File: config.mk
export PLATFORM = sky130hd
export DESIGN_NAME = hvt_queue
export DESIGN_NICKNAME = d
export VERILOG_FILES = /design/src/sv/hvt_pkg.sv /design/src/sv/hvt_queue.sv
export SDC_FILE = /design/constraint.sdc
export NUM_CORES = 1
export LEC_CHECK = 0
export ABC_AREA = 1
export ABC_CLOCK_PERIOD_IN_PS = 16500
export BUFFER_PORTS_ARGS = -buffer_cell sky130_fd_sc_hd__buf_4
export CAP_MARGIN = 15
export CORE_MARGIN = 4
export CORE_UTILIZATION = 25
export CTS_BUF_LIST = sky130_fd_sc_hd__clkbuf_8
export DETAILED_ROUTE_END_ITERATION = 7
export GPL_ROUTABILITY_DRIVEN = 0
export PLACE_DENSITY_LB_ADDON = 0.15
export SYNTH_ARGS = -nofsm -noshare
export SYNTH_HDL_FRONTEND = slang
export SYNTH_SLANG_ARGS = --single-unit
File: constraint.sdc
create_clock -name clock -period 16.5 [get_ports clock]
set_clock_uncertainty 0.1 [all_clocks]
set_input_delay 3.3 -clock clock [delete_from_list [all_inputs] [get_ports clock]]
set_output_delay 3.3 -clock clock [all_outputs]
set_load 0.03 [all_outputs]
File: src/sv/hvt_pkg.sv
// package for the homogeneous vector transform: widths, op codes, queue entry type
// no dependencies
`timescale 1ns / 1ps
`default_nettype none
package hvt_pkg;
   localparam int FracBits   = 16;
   localparam int NumRegs    = 8;
   localparam int QBits      = 33;
   localparam int DivSteps   = QBits;

   typedef enum logic [1:0] {
      OP_NORMAL = 2'd0,
      OP_AFFINE = 2'd1,
      OP_HOMOG  = 2'd2,
      OP_NONE   = 2'd3
   } op_type;

   // one classified item after the dot products, sent from front to back
   typedef struct packed {
      op_type             op;
      logic signed [65:0] num_x;
      logic signed [65:0] num_y;
      logic signed [65:0] num_z;
      logic signed [65:0] num_w;
   } item_type;

   // one finished result
   typedef struct packed {
      logic signed [31:0] out_x;
      logic signed [31:0] out_y;
      logic signed [31:0] out_z;
      logic               zero_w;
      logic               saturated;
   } result_type;

   // clamp a wide value to 32 bits
   function automatic logic [32:0] sat32(input logic signed [65:0] v);
      logic [32:0] r;
      if (v > 66'sd2147483647) r = {1'b1, 32'h7FFFFFFF};
      else if (v < -66'sd2147483648) r = {1'b1, 32'h80000000};
      else r = {1'b0, v[31:0]};
      return r;
   endfunction
endpackage
`default_nettype wire

File: src/sv/hvt_queue.sv
// short queue between front and back parts
// depends on hvt_pkg
`timescale 1ns / 1ps
`default_nettype none
module hvt_queue (
   input  wire logic              clock,
   input  wire logic              reset,
   input  wire logic              in_valid,
   output logic                   in_ready,
   input  hvt_pkg::item_type      in_item,
   output logic                   out_valid,
   input  wire logic              out_ready,
   output hvt_pkg::item_type      out_item
);
   import hvt_pkg::*;

   item_type    mem_ff [2];
   logic        wp_ff, rp_ff;
   logic [1:0]  cnt_ff;
   logic        wr, rd;

   assign in_ready  = (cnt_ff != 2'd2);
   assign out_valid = (cnt_ff != 2'd0);
   assign wr = in_valid && in_ready;
   assign rd = out_valid && out_ready;
   assign out_item = mem_ff[rp_ff];

   // storage
   always_ff @(posedge clock) begin
      if (wr) mem_ff[wp_ff] <= in_item;
   end

   // pointers and fill count
   always_ff @(posedge clock) begin
      if (reset) begin
         wp_ff <= 1'b0; rp_ff <= 1'b0; cnt_ff <= '0;
      end else begin
         if (wr) wp_ff <= !wp_ff;
         if (rd) rp_ff <= !rp_ff;
         cnt_ff <= cnt_ff + 2'(wr) - 2'(rd);
      end
   end
endmodule
`default_nettype wire

==> impl_metrics.json, run 1 <==
{
  "outcome": "completed",
  "die_w_um": 294,
  "syn_area_um2": 20500,
  "wl_per_cell_um": 19.8,
  "setup_viol": 0,
  "die_area_um2": 86600,
  "clock-root-buffer": "clkbuf_8",
  "crit_arrival_ns": 4.01,
  "vias_per_cell": 3.90,
  "area_growth_pct": 33.1,
  "drt_iter0_drc": 375,
  "clockBufferDepth": 3,
  "cts-hold-fix-buffers": 0,
  "ys_warn_count": 0,
  "multi_input_area_um2": 4020,
  "leakagePower_nw": 10.6,
  "rsz0062_at_grt": "false",
  "finalNetCount": 1751,
  "cts_inserted_buffers": 96,
  "synth_seq_cells": 537,
  "synth_top_cells_by_count": "edfxtp_1, mux2_4, mux2_2",
  "die_h_um": 294,
  "slew_viol_final": 0,
  "tightestPinTransition_ns": 1.08,
  "min_period_over_period_pct": 44.9,
  "ir_drop_mv": 0.0698,
  "ys.flop_type": "edfxtp_1",
  "dp.cells": 2442,
  "path_class": "reg2out",
  "synth_most_common_cell": "edfxtp_1",
  "htree_levels": 3,
  "ios": 538,
  "crit_required_ns": 13.10,
  "final_cell_area_um2": 27300,
  "max_slew_margin_pct": 27.8,
  "yosysTopAreaCell": "edfxtp_1",
  "antenna_found_initial": 6,
  "grtUsageTotal_pct": 11.4,
  "synth.distinct_cells": 16,
  "avgSynthCellArea_um2": 23.7,
  "path_clk_slew_ns": 0.05,
  "clk_latency_ns": 0.64,
  "ys_seq_area_share_pct": 78.5,
  "crit_path_start_kind": "flip-flop",
  "timing.hold.ws_ns": 0.404,
  "dpl_cell_area_um2": 25600,
  "power_mw": 4.32,
  "post_cts_buffers": 0,
  "synth_nets": 1135,
  "fp-row-count": 104,
  "cts_resized": 0,
  "cap_violations": 0,
  "cellPowerDensity_nw_per_um2": 159,
  "setup_ws_ns": 9.09,
  "synth_area_leaders": "edfxtp_1, mux2_4, mux2_2, buf_6, buf_8",
  "overflow": 0,
  "dp_hpwl_mm": 36.0,
  "period_needed_ns": 7.41,
  "utilization_pct": 33.7,
  "place.port_buffers": 537,
  "cp_max_fo": 64,
  "postRouteAntennaNets": 0,
  "async_flop_share_pct": 0,
  "synth_cells": 864,
  "tritoncts": "done",
  "end_kind": "output pin",
  "grt_max_degree": 115,
  "drc": 0,
  "synth.top_cell.area_share_pct": 78.0,
  "detailedRoute.firstPassIterationCount": 6,
  "fill_cells": 7858,
  "synth-edff-count": 532,
  "dr_total_vias": 10194,
  "drive_above_1_share_pct": 59.6,
  "start_util_pct": 25.3,
  "clock-sinks": 537,
  "grt_pass1_wl_mm": 73.2,
  "dp_slack_ns": 9.65,
  "grt_pass1_vias": 11531,
  "final_cells": 2617,
  "hp-class": "reg2reg",
  "hold_violations": 0,
  "wl_mm": 51.8,
  "regArea_um2": 16100,
  "fmax_mhz": 135,
  "setup_tns_ns": 0,
  "core_region_area_um2": 80800
}
## registers in the layout, summed over array words and instances, names as in the netlist, named ones only
name	cells
cnt_ff	2
mem_ff	532
rp_ff	1
wp_ff	1
## critical path, cell delays in order (launching register included)
cell	delay [ns]
dfxtp_4	0.89
buf_4	0.82
buf_4	0.92
mux2_2	0.44
buf_4	0.17
## path summary, 6_finish.rpt
path / cells after the start / end / slack (ns) / start
worst max-delay path: 4 / out_item[10] / 9.09 / flip-flop
worst min-delay path: 2 / rp_ff$_SDFFE_PP0P_ / 0.40 / rp_ff$_SDFFE_PP0P_
worst max register to register: 6 / mem_ff[0][158]$_DFFE_PP_ / 12.90 / cnt_ff[0]$_SDFF_PP0_
worst min register to register: 2 / rp_ff$_SDFFE_PP0P_ / 0.40 / rp_ff$_SDFFE_PP0P_
## layout make-up
cell class              count  share of cell area [%]
multi-input cells         289                    14.7
clock buffers              96                    4.85
diodes                      4                  0.0367
repair buffers            548                    15.1
well taps                1060                    4.87
flip-flops and latches    537                    59.0
inverters                   8                   0.110
clock inverters            75                    1.29
## cells in the final DEF, fill, tap and decap left out
master	count
buf_4	547
edfxtp_1	532
mux2_4	240
clkbuf_8	96
inv_1	48
mux2_2	26
clkinv_1	23
nand2_1	8
nor2_1	7
clkinv_2	7
diode_2	4
dfxtp_1	4
inv_8	3
nor2_4	2
a21oi_1	2
xnor2_1	1
nor3_1	1
nand3_1	1
ha_1	1
dfxtp_4	1
clkinv_8	1
bufinv_16	1
buf_12	1
## where the power goes
group / total (mW) / internal (mW) / switching (mW)
Sequential: 1.80 / 1.74 / 0.0681
Combinational: 1.44 / 0.614 / 0.825
Clock: 1.08 / 0.557 / 0.525
Total: 4.32 / 2.91 / 1.42
## metal layers
layer	track usage [%]	share of wire, %
met5	0	0.079
met4	4.58	3.3
met3	5.77	11
met2	20.8	53
met1	10.9	33
## kinds of logic after synthesis
family | share of synthesized area (%)
muxes | 19.0
AOI/OAI and AO/OA | 0.0489
DFF | 78.5
and+or+nand+nor | 0.360
adders and majority gates | 0.0611
buffers and inverters | 1.98
xor gates and xnor gates | 0.0428
Power figures use the tool's default switching activity.
==> inputs of run 2 (changes only) <==
--- a/config.mk
+++ b/config.mk
@@ -6,7 +6,7 @@
 export NUM_CORES = 1
 export LEC_CHECK = 0
 export ABC_AREA = 1
-export ABC_CLOCK_PERIOD_IN_PS = 16500
+export ABC_CLOCK_PERIOD_IN_PS = 6300
 export BUFFER_PORTS_ARGS = -buffer_cell sky130_fd_sc_hd__buf_4
 export CAP_MARGIN = 15
 export CORE_MARGIN = 4
==> constraint.sdc (replaced) <==
create_clock -name clock -period 6.3 [get_ports clock]
set_clock_uncertainty 0.1 [all_clocks]
set_input_delay 1.26 -clock clock [delete_from_list [all_inputs] [get_ports clock]]
set_output_delay 1.26 -clock clock [all_outputs]
set_load 0.03 [all_outputs]
==> run 2 against run 1 <==
  * Sequential power rose to 2.6 times the previous value
  * Setup slack worse by 7.0 ns
  * Combinational power rose to 2.7 times the previous value
  * Sequential share of layout area down 0.52 points
  * Register-to-register slack worse by 9.2 ns
  * Wire length down 0.96%
  * Cell area up 0.88%
  * Critical endpoint unchanged
  * Clock power rose to 2.8 times the previous value
  * Via count up 1.1%
==> impl_metrics.json, run 2 (synthesis gave the netlist of run 1 again) <==
{
  "outcome": "completed",
  "whs_path_depth": 2,
  "hp-class": "reg2reg",
  "timing.hold.ws_ns": 0.405,
  "antenna_found_initial": 6,
  "ir_drop_mv": 0.224,
  "place.port_buffers": 537,
  "tightestPinTransition_ns": 1.20,
  "cap_violations": 0,
  "power_mw": 11.6,
  "clk_latency_ns": 0.67,
  "crit_arrival_ns": 2.84,
  "final_cell_area_um2": 27500,
  "die_area_um2": 86600,
  "dpl_cell_area_um2": 25700,
  "max_slew_margin_pct": 20.2,
  "crit_path_start_kind": "flip-flop",
  "cts_resized": 0,
  "post_cts_buffers": 0,
  "cts_inserted_buffers": 98,
  "leakagePower_nw": 10.6,
  "reg2reg_to": "mem_ff[1][52]$_DFFE_PP_",
  "dp.cells": 2447,
  "grt_pass1_wl_mm": 72.7,
  "end_kind": "output pin",
  "largest_reg_flops": 532,
  "wl_per_cell_um": 19.5,
  "start_util_pct": 25.3,
  "crit_required_ns": 4.94,
  "min_period_over_period_pct": 66.7,
  "mostFrequentLayoutCells": "buf_4, edfxtp_1, mux2_4",
  "dp_slack_ns": 2.66,
  "grt_max_degree": 143,
  "clock-sinks": 537,
  "reg2reg_from": "cnt_ff[0]$_SDFF_PP0_",
  "r2r_setup_slack_ns": 3.66,
  "vias_per_cell": 3.92,
  "die_w_um": 294,
  "min-delay-start": "rp_ff$_SDFFE_PP0P_",
  "period_needed_ns": 4.20,
  "detailedRoute.firstPassIterationCount": 4,
  "fill_cells": 7786,
  "die_h_um": 294,
  "clockBufferDepth": 3,
  "reg_top3": "mem_ff x532, cnt_ff x2",
  "final_common_cell": "buf_4",
  "reg2reg_depth": 5,
  "rsz0062_at_grt": "false",
  "overflow": 0,
  "slew_viol_final": 0,
  "hold_violations": 0,
  "drt_iter0_drc": 421,
  "grt_pass1_vias": 11531,
  "clock-root-buffer": "clkbuf_8",
  "wl_mm": 51.3,
  "setup_tns_ns": 0,
  "dp_hpwl_mm": 34.5,
  "path_class": "reg2out",
  "area_growth_pct": 34.3,
  "cp_max_fo": 41,
  "fp-row-count": 104,
  "tritoncts": "done",
  "path_clk_slew_ns": 0.06,
  "utilization_pct": 34.0,
  "setup_ws_ns": 2.10,
  "dr_total_vias": 10303,
  "postRouteAntennaNets": 0,
  "regMostFlops": "mem_ff",
  "cts-hold-fix-buffers": 0,
  "htree_levels": 3,
  "ios": 538,
  "final_cells": 2626,
  "grtUsageTotal_pct": 11.3,
  "drive_above_1_share_pct": 60.2,
  "fmax_mhz": 238,
  "drc": 0,
  "core_region_area_um2": 80800,
  "finalNetCount": 1758,
  "cellPowerDensity_nw_per_um2": 420,
  "setup_viol": 0
}
==> run 2: area by class of cell <==
class / count / area (um2) / area share [%]
Tap cell: 1060 / 1330 / 4.82
Sequential cell: 537 / 16100 / 58.5
Multi-Input combinational cell: 289 / 4020 / 14.6
Inverter: 8 / 30.0 / 0.109
Clock buffer: 101 / 1390 / 5.05
Clock inverter: 73 / 420 / 1.53
Timing Repair Buffer: 553 / 4230 / 15.4
Antenna cell: 5 / 12.5 / 0.0455
==> run 2: worst max path at each step <==
stage	startpoint	end	slack (ns)	cells past startpoint
4_1_cts	flip-flop	out_item[9]	1.90	3
3_3_place_gp	flip-flop	out_item[9]	2.70	3
6_report	flip-flop	out_item[10]	2.10	3
2_1_floorplan	in_valid	mem_ff[1][0]$_DFFE_PP_	-2.64	2
5_1_grt	flip-flop	out_item[10]	1.87	3
3_5_place_dp	flip-flop	out_item[17]	2.66	3
==> run 2: per-layer routing <==
layer / wire length, um / track usage, % / vias up
met5: 12 / 0 / -
met4: 1620 / 4.54 / 2
met3: 5550 / 5.68 / 117
met2: 26200 / 19.9 / 399
met1: 17900 / 11.4 / 5081
li1: - / - / 4704
==> run 2: power by group <==
| group | internal (mW) | switching, mW | total (mW) |
|---|---|---|---|
| Sequential | 4.54 | 0.166 | 4.71 |
| Clock | 1.61 | 1.42 | 3.02 |
| Combinational | 1.62 | 2.20 | 3.82 |
| Total | 7.77 | 3.78 | 11.6 |
==> run 2: worst max-delay path: stages (launching register included) <==
cell and delay, ns:
dfxtp_4 0.96, buf_4 0.63, mux2_2 0.41, buf_4 0.17
==> inputs of run 3 (changes only) <==
--- a/config.mk
+++ b/config.mk
@@ -6,7 +6,7 @@
 export NUM_CORES = 1
 export LEC_CHECK = 0
 export ABC_AREA = 1
-export ABC_CLOCK_PERIOD_IN_PS = 6300
+export ABC_CLOCK_PERIOD_IN_PS = 3650
 export BUFFER_PORTS_ARGS = -buffer_cell sky130_fd_sc_hd__buf_4
 export CAP_MARGIN = 15
 export CORE_MARGIN = 4
==> constraint.sdc (replaced) <==
create_clock -name clock -period 3.65 [get_ports clock]
set_clock_uncertainty 0.1 [all_clocks]
set_input_delay 0.73 -clock clock [delete_from_list [all_inputs] [get_ports clock]]
set_output_delay 0.73 -clock clock [all_outputs]
set_load 0.03 [all_outputs]
==> run 3 against run 2 <==
  * Critical path depth did not move
  * Critical endpoint is now out_item[80]
  * Count of clock-buffer cells in the layout shrank 2
  * Via count fell by 0.86%
  * Largest power group unchanged
  * Highest routed layer unchanged
==> impl_metrics.json, run 3 (synthesis gave the netlist of run 1 again) <==
{
  "min-delay-start": "in_item[217]",
  "reg2reg_from": "cnt_ff[1]$_SDFF_PP0_",
  "critPathBufInv": 2,
  "crit_slowest_cell": "dfxtp_4",
  "clock-sinks": 537,
  "setup_viol": 0,
  "r2r_setup_slack_ns": 1.52,
  "grt_max_degree": 112,
  "end_kind": "output pin",
  "period_needed_ns": 3.16,
  "min_period_over_period_pct": 86.5,
  "grtUsageTotal_pct": 11.3,
  "rsz0062_at_grt": "false",
  "tritoncts": "done",
  "core_region_area_um2": 80800,
  "critical_path.max_stage_delay_ns": 0.55,
  "fp-row-count": 104,
  "overflow": 0,
  "reg_top3": "mem_ff x532, cnt_ff x2",
  "hp-class": "in2reg",
  "grt_pass1_vias": 11362,
  "final_common_cell": "buf_4",
  "tightestPinTransition_ns": 0.899,
  "detailedRoute.firstPassIterationCount": 4,
  "cts_resized": 0,
  "die_area_um2": 86600,
  "setup_ws_ns": 0.491,
  "mostFrequentLayoutCells": "buf_4, edfxtp_1, mux2_4",
  "finalNetCount": 1765,
  "cap_violations": 0,
  "cp_max_fo": 65,
  "slew_viol_final": 0,
  "clk_latency_ns": 0.68,
  "vias_per_cell": 3.88,
  "htree_levels": 3,
  "area_growth_pct": 34.4,
  "setup_tns_ns": 0,
  "final_cells": 2630,
  "ios": 538,
  "clockBufferDepth": 3,
  "wl_mm": 51.1,
  "drc": 0,
  "crit_arrival_ns": 2.33,
  "utilization_pct": 34.1,
  "outcome": "completed",
  "cts_inserted_buffers": 98,
  "hold_violations": 0,
  "leakagePower_nw": 10.6,
  "largest_reg_flops": 532,
  "grt_pass1_wl_mm": 72.7,
  "regMostFlops": "mem_ff",
  "crit_path_start_kind": "flip-flop",
  "dp.cells": 2454,
  "path_clk_slew_ns": 0.06,
  "cts-hold-fix-buffers": 0,
  "dp_slack_ns": 1.14,
  "place.port_buffers": 537,
  "drive_above_1_share_pct": 60.4,
  "fmax_mhz": 317,
  "critPathTopFamily": "buffers and inverters",
  "start_util_pct": 25.3,
  "final_cell_area_um2": 27500,
  "post_cts_buffers": 0,
  "antenna_found_initial": 9,
  "crit_required_ns": 2.82,
  "drt_iter0_drc": 334,
  "crit_chain": "buf_12, mux2_4, buf_4",
  "die_h_um": 294,
  "cellPowerDensity_nw_per_um2": 718,
  "dpl_cell_area_um2": 25800,
  "postRouteAntennaNets": 0,
  "clock-root-buffer": "clkbuf_8",
  "die_w_um": 294,
  "dp_hpwl_mm": 34.8,
  "max_slew_margin_pct": 40.0,
  "path_class": "reg2out",
  "dr_total_vias": 10214,
  "wl_per_cell_um": 19.4,
  "ir_drop_mv": 0.305
}
## run 3: cell types whose count changed in the layout (fill, tap and decap cells not counted), moves of 4 or more
cell,before,now
buf_12,6,12
inv_1,36,40
clkinv_8,4,0
clkinv_1,28,24
## run 3: worst paths after layout
| kind | endpoint | depth (start not counted) |
|---|---|---|
| setup reg to reg | mem_ff[0][161]$_DFFE_PP_ | 4 |
| setup / recovery | out_item[80] | 3 |
| hold / removal | mem_ff[0][217]$_DFFE_PP_ | 1 |
| hold reg to reg | flip-flop | 2 |
## run 3: metal layers
| layer | GRT usage, % | vias to the layer above | share of wire [%] |
|---|---|---|---|
| met4 | 4.00 | 2 | 2.7 |
| li1 | - | 4708 | - |
| met5 | 0 | - | 0.025 |
| met3 | 5.88 | 91 | 11 |
| met2 | 20.4 | 377 | 53 |
| met1 | 11.0 | 5036 | 34 |
## run 3: cell type report
class	instances	area (um2)
fillers	7774	53300
flip-flops and latches	537	16100
repair buffers	560	4350
multi-input cells	289	4040
clock buffers	99	1360
well taps	1060	1330
clock inverters	70	325
inverters	8	30.0
diodes	7	17.5
## run 3: stage by stage
stage / power (mW) / hold slack, ns
6_report: 19.8 / 0.137
5_1_grt: 20.8 / 0.0374
4_1_cts: 20.3 / 0.0129
3_5_place_dp: 15.1 / 0.397
3_3_place_gp: 15.1 / 0.382
2_1_floorplan: 12.8 / 0.367
## run 3: report_power, final
part / switching (mW) / total, mW / internal (mW)
Clock: 2.41 / 4.99 / 2.58
Sequential: 0.218 / 8.05 / 7.83
Combinational: 3.88 / 6.74 / 2.86
Total: 6.51 / 19.8 / 13.3
